### src/rtl/core/cpfq_pkg.sv
// Shared types and constants for the credit-paced frame queue.
// No dependencies; every other file of the block except cpfq_ram refers to this package.
`default_nettype none

package cpfq_pkg;

  // Fixed field widths of the event and result words.
  localparam int HANDLE_WIDTH    = 16;
  localparam int FUNC_WIDTH      = 3;
  localparam int CREDIT_WIDTH    = 4;
  localparam int INTERVAL_WIDTH  = 16;

  // Default store depth handed to the top level.
  localparam int QUEUE_DEPTH_DEF = 8;

  // Command queue between front and back.
  localparam int CMD_DEPTH       = 2;
  localparam int CMD_PTR_W       = 1;
  localparam int CMD_CNT_W       = 2;

  // Configuration port.
  localparam int CFG_INDEX_WIDTH = 1;
  localparam int CFG_DATA_WIDTH  = 16;
  localparam logic [CFG_INDEX_WIDTH-1:0] CFG_MAX_CREDITS     = 1'd0;
  localparam logic [CFG_INDEX_WIDTH-1:0] CFG_REDRAW_INTERVAL = 1'd1;
  localparam logic [CREDIT_WIDTH-1:0]    MAX_CREDITS_RST     = 4'd5;

  // Event codes as they arrive on the port.
  localparam logic [FUNC_WIDTH-1:0] FUNC_RESTART = 3'd0;
  localparam logic [FUNC_WIDTH-1:0] FUNC_FRAME   = 3'd1;
  localparam logic [FUNC_WIDTH-1:0] FUNC_RUN     = 3'd2;
  localparam logic [FUNC_WIDTH-1:0] FUNC_PAUSE   = 3'd3;
  localparam logic [FUNC_WIDTH-1:0] FUNC_STEP    = 3'd4;
  localparam logic [FUNC_WIDTH-1:0] FUNC_TICK    = 3'd5;

  // Classified commands handed from front to back.
  localparam int OP_WIDTH = 3;
  localparam logic [OP_WIDTH-1:0] OP_NOP     = 3'd0;
  localparam logic [OP_WIDTH-1:0] OP_RESTART = 3'd1;
  localparam logic [OP_WIDTH-1:0] OP_FRAME   = 3'd2;
  localparam logic [OP_WIDTH-1:0] OP_RUN     = 3'd3;
  localparam logic [OP_WIDTH-1:0] OP_PAUSE   = 3'd4;
  localparam logic [OP_WIDTH-1:0] OP_STEP    = 3'd5;
  localparam logic [OP_WIDTH-1:0] OP_TICK    = 3'd6;

  typedef struct packed {
    logic [FUNC_WIDTH-1:0]   func;
    logic [HANDLE_WIDTH-1:0] frame_in;
  } evt_t;

  typedef struct packed {
    logic                    show_valid;
    logic [HANDLE_WIDTH-1:0] frame_out;
    logic [CREDIT_WIDTH-1:0] credits_granted;
    logic                    rejected;
    logic                    last;
  } res_t;

  typedef struct packed {
    logic [OP_WIDTH-1:0]     op;
    logic [HANDLE_WIDTH-1:0] frame;
  } cmd_t;

endpackage

`default_nettype wire

### src/rtl/core/cpfq_ram.sv
// Generic single-write, single-read RAM with registered read data.
// No dependencies.
`default_nettype none

module cpfq_ram #(
  parameter int WIDTH = 16,
  parameter int DEPTH = 8,
  localparam int AW   = (DEPTH > 1) ? $clog2(DEPTH) : 1
) (
  input  wire logic             clk,
  input  wire logic             we,
  input  wire logic [AW-1:0]    waddr,
  input  wire logic [WIDTH-1:0] wdata,
  input  wire logic [AW-1:0]    raddr,
  output logic      [WIDTH-1:0] rdata
);

  logic [WIDTH-1:0] mem [DEPTH];

  always_ff @(posedge clk) begin
    if (we) begin
      mem[waddr] <= wdata;
    end
    rdata <= mem[raddr];
  end

endmodule

`default_nettype wire

### src/rtl/core/cpfq_front.sv
// Front of the frame queue: accept events, classify them into commands
// and hold them in a short command queue. Depends on cpfq_pkg.
`default_nettype none

module cpfq_front (
  input  wire logic           clk,
  input  wire logic           rst,
  input  wire logic           evt_valid,
  output logic                evt_ready,
  input  wire cpfq_pkg::evt_t evt,
  output logic                cmd_valid,
  input  wire logic           cmd_ready,
  output cpfq_pkg::cmd_t      cmd
);

  cpfq_pkg::cmd_t                   slot [cpfq_pkg::CMD_DEPTH];
  logic [cpfq_pkg::CMD_PTR_W-1:0]   wr_ptr;
  logic [cpfq_pkg::CMD_PTR_W-1:0]   rd_ptr;
  logic [cpfq_pkg::CMD_CNT_W-1:0]   count;
  cpfq_pkg::cmd_t                   decoded;
  logic                             push;
  logic                             pop;

  // Classify: unused codes become a null command.
  always_comb begin
    decoded.frame = evt.frame_in;
    case (evt.func)
      cpfq_pkg::FUNC_RESTART: decoded.op = cpfq_pkg::OP_RESTART;
      cpfq_pkg::FUNC_FRAME:   decoded.op = cpfq_pkg::OP_FRAME;
      cpfq_pkg::FUNC_RUN:     decoded.op = cpfq_pkg::OP_RUN;
      cpfq_pkg::FUNC_PAUSE:   decoded.op = cpfq_pkg::OP_PAUSE;
      cpfq_pkg::FUNC_STEP:    decoded.op = cpfq_pkg::OP_STEP;
      cpfq_pkg::FUNC_TICK:    decoded.op = cpfq_pkg::OP_TICK;
      default:                decoded.op = cpfq_pkg::OP_NOP;
    endcase
  end

  assign evt_ready = (count != cpfq_pkg::CMD_CNT_W'(cpfq_pkg::CMD_DEPTH));
  assign cmd_valid = (count != '0);
  assign cmd       = slot[rd_ptr];
  assign push      = evt_valid && evt_ready;
  assign pop       = cmd_valid && cmd_ready;

  always_ff @(posedge clk) begin
    if (push) begin
      slot[wr_ptr] <= decoded;
    end
  end

  always_ff @(posedge clk) begin
    if (rst) begin
      wr_ptr <= '0;
      rd_ptr <= '0;
      count  <= '0;
    end else begin
      if (push) begin
        wr_ptr <= wr_ptr + 1'b1;
      end
      if (pop) begin
        rd_ptr <= rd_ptr + 1'b1;
      end
      if (push && !pop) begin
        count <= count + 1'b1;
      end else if (pop && !push) begin
        count <= count - 1'b1;
      end
    end
  end

endmodule

`default_nettype wire

### src/rtl/core/cpfq_back.sv
// Back of the frame queue: execute commands against the frame store,
// credit limit and pacer, and hold results in an output register.
// Depends on cpfq_pkg and cpfq_ram.
`default_nettype none

module cpfq_back #(
  parameter int QUEUE_DEPTH = cpfq_pkg::QUEUE_DEPTH_DEF
) (
  input  wire logic                                  clk,
  input  wire logic                                  rst,
  input  wire logic                                  cmd_valid,
  output logic                                       cmd_ready,
  input  wire cpfq_pkg::cmd_t                        cmd,
  input  wire logic [cpfq_pkg::CREDIT_WIDTH-1:0]     max_credits,
  input  wire logic [cpfq_pkg::INTERVAL_WIDTH-1:0]   redraw_interval,
  output logic                                       res_valid,
  input  wire logic                                  res_ready,
  output cpfq_pkg::res_t                             res
);

  localparam int AW = (QUEUE_DEPTH > 1) ? $clog2(QUEUE_DEPTH) : 1;
  localparam int FW = $clog2(QUEUE_DEPTH + 1);
  localparam int SW = ((AW > FW) ? AW : FW) + 1;

  localparam logic ST_IDLE  = 1'b0;
  localparam logic ST_FLUSH = 1'b1;

  logic                                  state, state_next;
  logic [AW-1:0]                         head_ptr, head_ptr_next;
  logic [FW-1:0]                         fill_count, fill_count_next;
  logic                                  paused, paused_next;
  logic                                  pacer_running, pacer_running_next;
  logic [cpfq_pkg::INTERVAL_WIDTH-1:0]   tick_count, tick_count_next;
  logic                                  stale;
  logic                                  res_load;
  cpfq_pkg::res_t                        res_next;

  logic                                  out_free;
  logic                                  full_speed;
  logic [cpfq_pkg::CREDIT_WIDTH-1:0]     limit;
  logic [AW-1:0]                         head_inc;
  logic [SW-1:0]                         tail_sum;
  logic [AW-1:0]                         tail_ptr;
  logic [cpfq_pkg::INTERVAL_WIDTH-1:0]   tick_inc;
  logic                                  we;
  logic [cpfq_pkg::HANDLE_WIDTH-1:0]     rd_data;
  logic                                  pop;

  cpfq_ram #(
    .WIDTH (cpfq_pkg::HANDLE_WIDTH),
    .DEPTH (QUEUE_DEPTH)
  ) u_store (
    .clk   (clk),
    .we    (we),
    .waddr (tail_ptr),
    .wdata (cmd.frame),
    .raddr (head_ptr_next),
    .rdata (rd_data)
  );

  assign out_free   = !res_valid || res_ready;
  assign full_speed = (redraw_interval == '0);
  assign limit      = (int'(max_credits) < QUEUE_DEPTH) ? max_credits
                                                         : cpfq_pkg::CREDIT_WIDTH'(QUEUE_DEPTH);
  assign head_inc   = (head_ptr == AW'(QUEUE_DEPTH - 1)) ? '0 : head_ptr + 1'b1;
  assign tail_sum   = SW'(head_ptr) + SW'(fill_count);
  assign tail_ptr   = (tail_sum >= SW'(QUEUE_DEPTH)) ? AW'(tail_sum - SW'(QUEUE_DEPTH))
                                                     : AW'(tail_sum);
  assign tick_inc   = tick_count + 1'b1;
  // Hold commands while the registered read still shows a just-overwritten entry.
  assign cmd_ready  = (state == ST_IDLE) && out_free && !stale;
  assign pop        = cmd_valid && cmd_ready;

  always_comb begin
    state_next         = state;
    head_ptr_next      = head_ptr;
    fill_count_next    = fill_count;
    paused_next        = paused;
    pacer_running_next = pacer_running;
    tick_count_next    = tick_count;
    we                 = 1'b0;
    res_load           = 1'b0;
    res_next           = '0;
    res_next.last      = 1'b1;

    case (state)
      ST_IDLE: begin
        if (pop) begin
          res_load = 1'b1;
          case (cmd.op)
            cpfq_pkg::OP_RESTART: begin
              head_ptr_next            = '0;
              fill_count_next          = '0;
              paused_next              = 1'b1;
              pacer_running_next       = 1'b0;
              tick_count_next          = '0;
              res_next.credits_granted = limit;
            end
            cpfq_pkg::OP_FRAME: begin
              if (int'(fill_count) >= int'(limit)) begin
                res_next.rejected = 1'b1;
              end else begin
                we = 1'b1;
                if (!paused && (full_speed || fill_count == '0)) begin
                  // Show the head; an empty queue bypasses the store.
                  res_next.show_valid      = 1'b1;
                  res_next.frame_out       = (fill_count == '0) ? cmd.frame : rd_data;
                  res_next.credits_granted = cpfq_pkg::CREDIT_WIDTH'(1);
                  head_ptr_next            = head_inc;
                  if (!full_speed) begin
                    pacer_running_next = 1'b1;
                    tick_count_next    = '0;
                  end
                end else begin
                  fill_count_next = fill_count + 1'b1;
                end
              end
            end
            cpfq_pkg::OP_RUN: begin
              paused_next = 1'b0;
              if (full_speed) begin
                if (fill_count != '0) begin
                  res_next.show_valid      = 1'b1;
                  res_next.frame_out       = rd_data;
                  res_next.credits_granted = cpfq_pkg::CREDIT_WIDTH'(1);
                  res_next.last            = (fill_count == FW'(1));
                  head_ptr_next            = head_inc;
                  fill_count_next          = fill_count - 1'b1;
                  if (fill_count != FW'(1)) begin
                    state_next = ST_FLUSH;
                  end
                end
              end else begin
                pacer_running_next = 1'b1;
                tick_count_next    = '0;
              end
            end
            cpfq_pkg::OP_PAUSE: begin
              paused_next = 1'b1;
              if (!full_speed) begin
                pacer_running_next = 1'b0;
              end
            end
            cpfq_pkg::OP_STEP: begin
              if (paused && fill_count != '0) begin
                res_next.show_valid      = 1'b1;
                res_next.frame_out       = rd_data;
                res_next.credits_granted = cpfq_pkg::CREDIT_WIDTH'(1);
                head_ptr_next            = head_inc;
                fill_count_next          = fill_count - 1'b1;
              end
            end
            cpfq_pkg::OP_TICK: begin
              if (!full_speed && pacer_running) begin
                if (tick_inc >= redraw_interval) begin
                  tick_count_next = '0;
                  if (fill_count != '0) begin
                    res_next.show_valid      = 1'b1;
                    res_next.frame_out       = rd_data;
                    res_next.credits_granted = cpfq_pkg::CREDIT_WIDTH'(1);
                    head_ptr_next            = head_inc;
                    fill_count_next          = fill_count - 1'b1;
                  end else begin
                    pacer_running_next = 1'b0;
                  end
                end else begin
                  tick_count_next = tick_inc;
                end
              end
            end
            default: begin
            end
          endcase
        end
      end
      ST_FLUSH: begin
        if (out_free) begin
          res_load                 = 1'b1;
          res_next.show_valid      = 1'b1;
          res_next.frame_out       = rd_data;
          res_next.credits_granted = cpfq_pkg::CREDIT_WIDTH'(1);
          res_next.last            = (fill_count == FW'(1));
          head_ptr_next            = head_inc;
          fill_count_next          = fill_count - 1'b1;
          if (fill_count == FW'(1)) begin
            state_next = ST_IDLE;
          end
        end
      end
      default: begin
        state_next = ST_IDLE;
      end
    endcase
  end

  always_ff @(posedge clk) begin
    if (res_load) begin
      res <= res_next;
    end
  end

  always_ff @(posedge clk) begin
    if (rst) begin
      state         <= ST_IDLE;
      head_ptr      <= '0;
      fill_count    <= '0;
      paused        <= 1'b1;
      pacer_running <= 1'b0;
      tick_count    <= '0;
      stale         <= 1'b0;
      res_valid     <= 1'b0;
    end else begin
      state         <= state_next;
      head_ptr      <= head_ptr_next;
      fill_count    <= fill_count_next;
      paused        <= paused_next;
      pacer_running <= pacer_running_next;
      tick_count    <= tick_count_next;
      stale         <= we && (tail_ptr == head_ptr_next);
      res_valid     <= res_load || (res_valid && !res_ready);
    end
  end

endmodule

`default_nettype wire

### src/rtl/core/credit_paced_frame_queue.sv
// Credit-paced frame queue, top level: configuration registers, front and back.
// Depends on cpfq_pkg, cpfq_front, cpfq_back (which holds cpfq_ram).
//
// A queue of frame handles between a sender and a display. Events arrive on
// the evt channel (restart, frame, run, pause, step, tick) and each event
// yields one or more result words on the res channel; the final word of an
// event carries last. A restart empties the queue, pauses, stops the pacer and
// grants min(max_credits, QUEUE_DEPTH) credits; a frame is rejected while the
// queue holds that many handles; every shown frame returns one credit. With
// redraw_interval 0 the block runs at full speed (frames pass straight through
// while running, run flushes the queue); otherwise one frame is released each
// redraw_interval ticks while the pacer runs. Timing: the front accepts an
// event per cycle while its command queue has room; the back takes one command
// per cycle while idle with the output free, and a full-speed flush emits one
// frame per cycle while the output is free. A command after a frame written
// where the next head reads (into an empty queue that keeps it, or behind one
// queued handle shown at full speed) waits while the registered store read is
// stale. Results pass through a one-word output register; the front keeps
// taking events while a result waits, until its two command entries are full.
// Write configuration only while the block is idle.
`default_nettype none

module credit_paced_frame_queue #(
  parameter int QUEUE_DEPTH = cpfq_pkg::QUEUE_DEPTH_DEF
) (
  input  wire logic                                   clk,
  input  wire logic                                   rst,
  input  wire logic                                   evt_valid,
  output logic                                        evt_ready,
  input  wire cpfq_pkg::evt_t                         evt,
  output logic                                        res_valid,
  input  wire logic                                   res_ready,
  output cpfq_pkg::res_t                              res,
  input  wire logic                                   cfg_we,
  input  wire logic [cpfq_pkg::CFG_INDEX_WIDTH-1:0]   cfg_index,
  input  wire logic [cpfq_pkg::CFG_DATA_WIDTH-1:0]    cfg_data
);

  logic [cpfq_pkg::CREDIT_WIDTH-1:0]   max_credits;
  logic [cpfq_pkg::INTERVAL_WIDTH-1:0] redraw_interval;
  logic                                cmd_valid;
  logic                                cmd_ready;
  cpfq_pkg::cmd_t                      cmd;

  // Configuration registers: take writes immediately, keep the low bits.
  always_ff @(posedge clk) begin
    if (rst) begin
      max_credits     <= cpfq_pkg::MAX_CREDITS_RST;
      redraw_interval <= '0;
    end else if (cfg_we) begin
      case (cfg_index)
        cpfq_pkg::CFG_MAX_CREDITS: begin
          max_credits <= cfg_data[cpfq_pkg::CREDIT_WIDTH-1:0];
        end
        cpfq_pkg::CFG_REDRAW_INTERVAL: begin
          redraw_interval <= cfg_data[cpfq_pkg::INTERVAL_WIDTH-1:0];
        end
        default: begin
        end
      endcase
    end
  end

  // Front: classify events and buffer them as commands.
  cpfq_front u_front (
    .clk       (clk),
    .rst       (rst),
    .evt_valid (evt_valid),
    .evt_ready (evt_ready),
    .evt       (evt),
    .cmd_valid (cmd_valid),
    .cmd_ready (cmd_ready),
    .cmd       (cmd)
  );

  // Back: run the store, credit check and pacer; drive the result register.
  cpfq_back #(
    .QUEUE_DEPTH (QUEUE_DEPTH)
  ) u_back (
    .clk             (clk),
    .rst             (rst),
    .cmd_valid       (cmd_valid),
    .cmd_ready       (cmd_ready),
    .cmd             (cmd),
    .max_credits     (max_credits),
    .redraw_interval (redraw_interval),
    .res_valid       (res_valid),
    .res_ready       (res_ready),
    .res             (res)
  );

  // A shown frame returns exactly one credit and is never a rejection.
  a_show_credit: assert property (@(posedge clk) disable iff (rst)
    res_valid && res.show_valid |-> res.credits_granted == 4'd1 && !res.rejected)
    else $error("shown frame with wrong credit or reject flag");

  // Only a full-speed flush yields more than one word per event.
  a_multi_is_show: assert property (@(posedge clk) disable iff (rst)
    res_valid && !res.last |-> res.show_valid)
    else $error("non-final result word that shows no frame");

  // A word that shows nothing carries a zero handle.
  a_no_show_zero: assert property (@(posedge clk) disable iff (rst)
    res_valid && !res.show_valid |-> res.frame_out == '0)
    else $error("nonzero handle on a word that shows nothing");

  // A rejection grants no credit.
  a_reject_no_credit: assert property (@(posedge clk) disable iff (rst)
    res_valid && res.rejected |-> res.credits_granted == '0 && res.last)
    else $error("rejection carries credits or is not final");

endmodule

`default_nettype wire
### config.mk
export PLATFORM = sky130hd
export DESIGN_NAME = credit_paced_frame_queue
export DESIGN_NICKNAME = d
export VERILOG_FILES = /design/src/rtl/core/cpfq_pkg.sv /design/src/rtl/core/cpfq_ram.sv /design/src/rtl/core/cpfq_front.sv /design/src/rtl/core/cpfq_back.sv /design/src/rtl/core/credit_paced_frame_queue.sv
export SDC_FILE = /design/constraint.sdc
export NUM_CORES = 1
export LEC_CHECK = 0
export BUFFER_PORTS_ARGS = -buffer_cell sky130_fd_sc_hd__buf_2
export CAP_MARGIN = 40
export CORE_AREA = 2 2 163 165
export DETAILED_ROUTE_END_ITERATION = 12
export DIE_AREA = 0 0 165 167
export GPL_ROUTABILITY_DRIVEN = 0
export MAX_ROUTING_LAYER = met4
export PLACE_DENSITY = 0.7
export SKIP_CTS_REPAIR_TIMING = 1
export SYNTH_ARGS = -nofsm -noshare
export SYNTH_HDL_FRONTEND = slang
export SYNTH_SLANG_ARGS = --single-unit
### constraint.sdc
create_clock -name clk -period 8.1 [get_ports clk]
set_input_delay 1.215 -clock clk [delete_from_list [all_inputs] [get_ports clk]]
set_output_delay 1.215 -clock clk [all_outputs]
set_load 0.05 [all_outputs]
==> impl_metrics.csv <==
group,metric,value,unit
place,dpl_cell_area,12300,µm²
synthesis,synthArstFlopShare,0,
setup_path,crit_buf_inv,2,
clock_network,clk_latency,540,ps
synthesis,synth_seq_cells,258,
sta,fmax,0.210,GHz
clock_network,cts_sinks,258,
clock_network,cts.reportedPaths.clkPinSlew,60,ps
setup_path,r2r_cells,18,
setup_path,r2r_slack,3340,ps
global_routing,antenna_found_initial,0,
sta,rsz0062_at_grt,"false",
setup_path,cpMaxStageDelayCell,"dfxtp_1",
worst_hold_path,min_path_cells,2,
finish,area_delta_synth_final,14.8,%
setup_path,critical-path-max-stage-delay,400,ps
synthesis,ys_top_cells_by_area,"edfxtp_1 (50%), dfxtp_1 (12%), mux2i_1 (9.0%)",
setup_path,cp_max_fo,45,
detailed_routing,drt-pass1-iter-count,4,
worst_hold_path,hold_path_class,"reg -> reg",
detailed_routing,vias_per_cell,5.32,
clock_network,cts_tree,"done",
synthesis,synth_flop_cell,"edfxtp_1",
synthesis,synth_nets,937,
synthesis,synth_edf_count,189,
finish,fill_cells,2150,
global_routing,track_usage,0.174,
detailed_routing,drc,0,
pwr,ir_drop,171,µV
global_routing,grt_pass1_vias,6801,
sta,final-max-slew-violation-count,0,
floorplan,core,25800,µm²
detailed_routing,drtIter0Drc,493,
detailed_routing,route.vias.total,6908,
detailed_routing,drt_wl_total,22.9,mm
setup_path,crit_path_end_kind,"flip-flop",
floorplan,core.rowCount,59,
floorplan,die_width,165,µm
place,place.port_buffers,65,
global_routing,grt_pass1_wl,36.7,mm
sta,setup_viol,0,
synthesis,yosysUniqueCellTypes,70,
finish,final-seq-area,7060,µm²
finish,fin_nets,1012,
finish,finish.instance_area,13200,µm²
setup_path,worstPathArrival,5180,ps
setup_path,worstPathRequired,8520,ps
sta,tightest_slew,875,ps
synthesis,yosysTopAreaCell,"edfxtp_1",
finish,layout-drive-gt1-share,0.199,
sta,relSlewSlack,0.417,
sta,fin_tns_setup,0,ps
global_routing,overflow,0,
finish,multi_input_area,4120,µm²
synthesis,synth.most_common_cell,"edfxtp_1",
synthesis,synth_common_cells,"edfxtp_1 (189), mux2i_1 (103), nand2_1 (74), dfxtp_1 (69), nor2_1 (63)",
worst_hold_path,hp-start,"redraw_interval[7]$_SDFFE_PP0P_",
setup_path,cp_cell_sequence,"nand3_1 -> nor2_1 -> nand3_1 -> nor3_1 -> xor2_1 -> ha_1 -> nand4_1 -> nor2_1 -> a2111oi_0 -> o211ai_1 -> mux2i_1 -> a32oi_1 -> a211oi_4 -> buf_4 -> buf_16 -> mux2i_1 -> mux2i_1 -> mux2_2",
floorplan,die_h,167,µm
clock_network,htree_levels,1,
floorplan,ios,66,
setup_path,crit_top_cell,"mux2i_1",
finish,antenna_cells,0,
run_status,status,"finished clean",
synthesis,yosysTopAreaCellShare,0.496,
setup_path,critical_path_class,"reg -> reg",
pwr,p_leak,4.99,nW
clock_network,root_buffer,"clkbuf_16",
detailed_routing,detail-route-antenna-nets,0,
worst_hold_path,worst_hold_path.endpoint,"redraw_interval[7]$_SDFFE_PP0P_",
floorplan,dieArea,27600,µm²
clock_network,clk_path_buf_depth,3,
synthesis,synth_seq_area_share,0.616,
run,max_cap_viol_count,0,
sta,timing.final.crit_period,4760,ps
setup_path,cp-start-kind,"flip-flop",
global_routing,grt_max_degree,46,
clock_network,cts-buffers-inserted,27,
synthesis,ys_warn_count,0,
sta,timing.final.crit_share,0.588,
sta,hold_viol,0,
synthesis,postSynthAreaPerCell,13.2,µm²
setup_path,worstReg2RegEnd,"u_back.u_store.rdata[8]$_DFF_P_",
sta,skew,8.42,ps
detailed_routing,wl_per_cell,17.7,µm
synthesis,syn_area,11500,µm²
setup_path,cp_top_family,"compound AO/OA/AOI/OAI gates",
place,detailed_place_hpwl,15.1,mm
synthesis,synthCells,867,
floorplan,start_util,0.445,
setup_path,timing.rr.start,"u_back.tick_count[0]$_SDFFE_PP0P_",
pwr,cellPowerDensity,299,nW/µm²
[how the worst max path moves through the flow]
stage | start | to | slack (ps) | cells past startpoint
6_report | u_back.tick_count[0]$_SDFFE_PP0P_ | u_back.u_store.rdata[8]$_DFF_P_ | 3340 | 18
5_1_grt | u_back.tick_count[0]$_SDFFE_PP0P_ | u_back.u_store.rdata[10]$_DFF_P_ | 2990 | 18
4_1_cts | u_back.tick_count[0]$_SDFFE_PP0P_ | u_back.u_store.rdata[8]$_DFF_P_ | 3400 | 18
3_5_place_dp | u_back.tick_count[0]$_SDFFE_PP0P_ | u_back.u_store.rdata[3]$_DFF_P_ | 3430 | 18
3_3_place_gp | u_back.tick_count[0]$_SDFFE_PP0P_ | u_back.u_store.rdata[10]$_DFF_P_ | 3230 | 17
2_1_floorplan | u_back.tick_count[0]$_SDFFE_PP0P_ | u_back.u_store.rdata[10]$_DFF_P_ | 4310 | 18
[sequential cells by signal (all words and copies together), names as in the netlist, named ones only]
name,count
u_back.u_store.rdata,16
u_back.fill_count,4
u_front.count,2
u_back.tick_count,16
u_front.wr_ptr,1
redraw_interval,16
u_back.pacer_running,1
u_back.paused,1
u_back.res,23
u_front.rd_ptr,1
max_credits,4
u_back.head_ptr,3
u_back.state,1
u_back.stale,1
u_front.slot,38
u_back.u_store.mem,128
u_back.res_valid,1
[power breakdown]
group          leakage (nW)  total (W)  internal, W  switching [W]
logic                  2.28    0.00105     0.000333       0.000712
registers              2.30    0.00169      0.00163      0.0000605
clock network         0.422    0.00120     0.000686       0.000509
total                  4.99    0.00394      0.00265        0.00128
[worst register-to-register path, cell delays in order (launching register included)]
cell       delay, ps
dfxtp_1          400
nand3_1          130
nor2_1           200
nand3_1          230
nor3_1           240
xor2_1           240
ha_1             300
nand4_1          140
nor2_1            60
a2111oi_0        380
o211ai_1         300
mux2i_1          270
a32oi_1          160
a211oi_4         220
buf_4            390
buf_16           330
mux2i_1          270
mux2i_1          100
mux2_2           300
[cell usage in the layout (no fill, tap or decap), types with 4 or more instances in the layout]
cell       count
a21oi_1       47
a31oi_1        5
a32o_1        17
and2_1         4
and3_1         4
buf_2         65
buf_4          9
buf_8          8
clkbuf_1       6
clkbuf_16     27
clkinv_2       7
dfxtp_1       69
edfxtp_1     189
ha_1          28
inv_1         26
mux2_2        37
mux2i_1      103
nand2_1       74
nand2b_1      11
nand3_1       14
nand4_1        6
nor2_1        63
nor2b_1        5
nor3_1        10
nor3_4         5
nor3b_1       14
nor4_2         4
o21ai_0       11
xnor2_1       13
xor2_1        12
[routing by layer]
metal | GRT usage | routed length (µm) | up-vias
li1 | - | - | 3387
met1 | 0.241 | 10700 | 3311
met2 | 0.269 | 10600 | 166
met3 | 0.0259 | 1140 | 44
met4 | 0.0461 | 472 | 0
met5 | - | 0 | -
[stage by stage]
step,hold WS [ps],total power (W),cells,util,worst slack [ps]
after detailed placement,475,0.00277,1248,0.477,3430
after CTS,485,0.00397,1298,0.510,3400
after global routing,504,0.00412,1298,0.510,2990
after global placement,455,0.00271,1237,0.469,3230
final,485,0.00394,1298,0.510,3340
after floorplan,433,0.00249,867,-,4310
[final cells by class]
| type | count | share of cell area |
|---|---|---|
| inverters | 27 | 0.00771 |
| flip-flops and latches | 258 | 0.537 |
| clock buffers | 33 | 0.0531 |
| repair buffers | 85 | 0.0447 |
| multi-input cells | 543 | 0.314 |
| well taps | 335 | 0.0319 |
| clock inverters | 17 | 0.0125 |
[cell families after synthesis]
logic type | synth area share
compound gates | 0.0719
mux | 0.132
fa+ha+maj | 0.0323
buf+inv | 0.0285
flops | 0.616
simple gates | 0.100
xor+xnor | 0.0191
No activity file was read; power rests on OpenSTA's default activity.
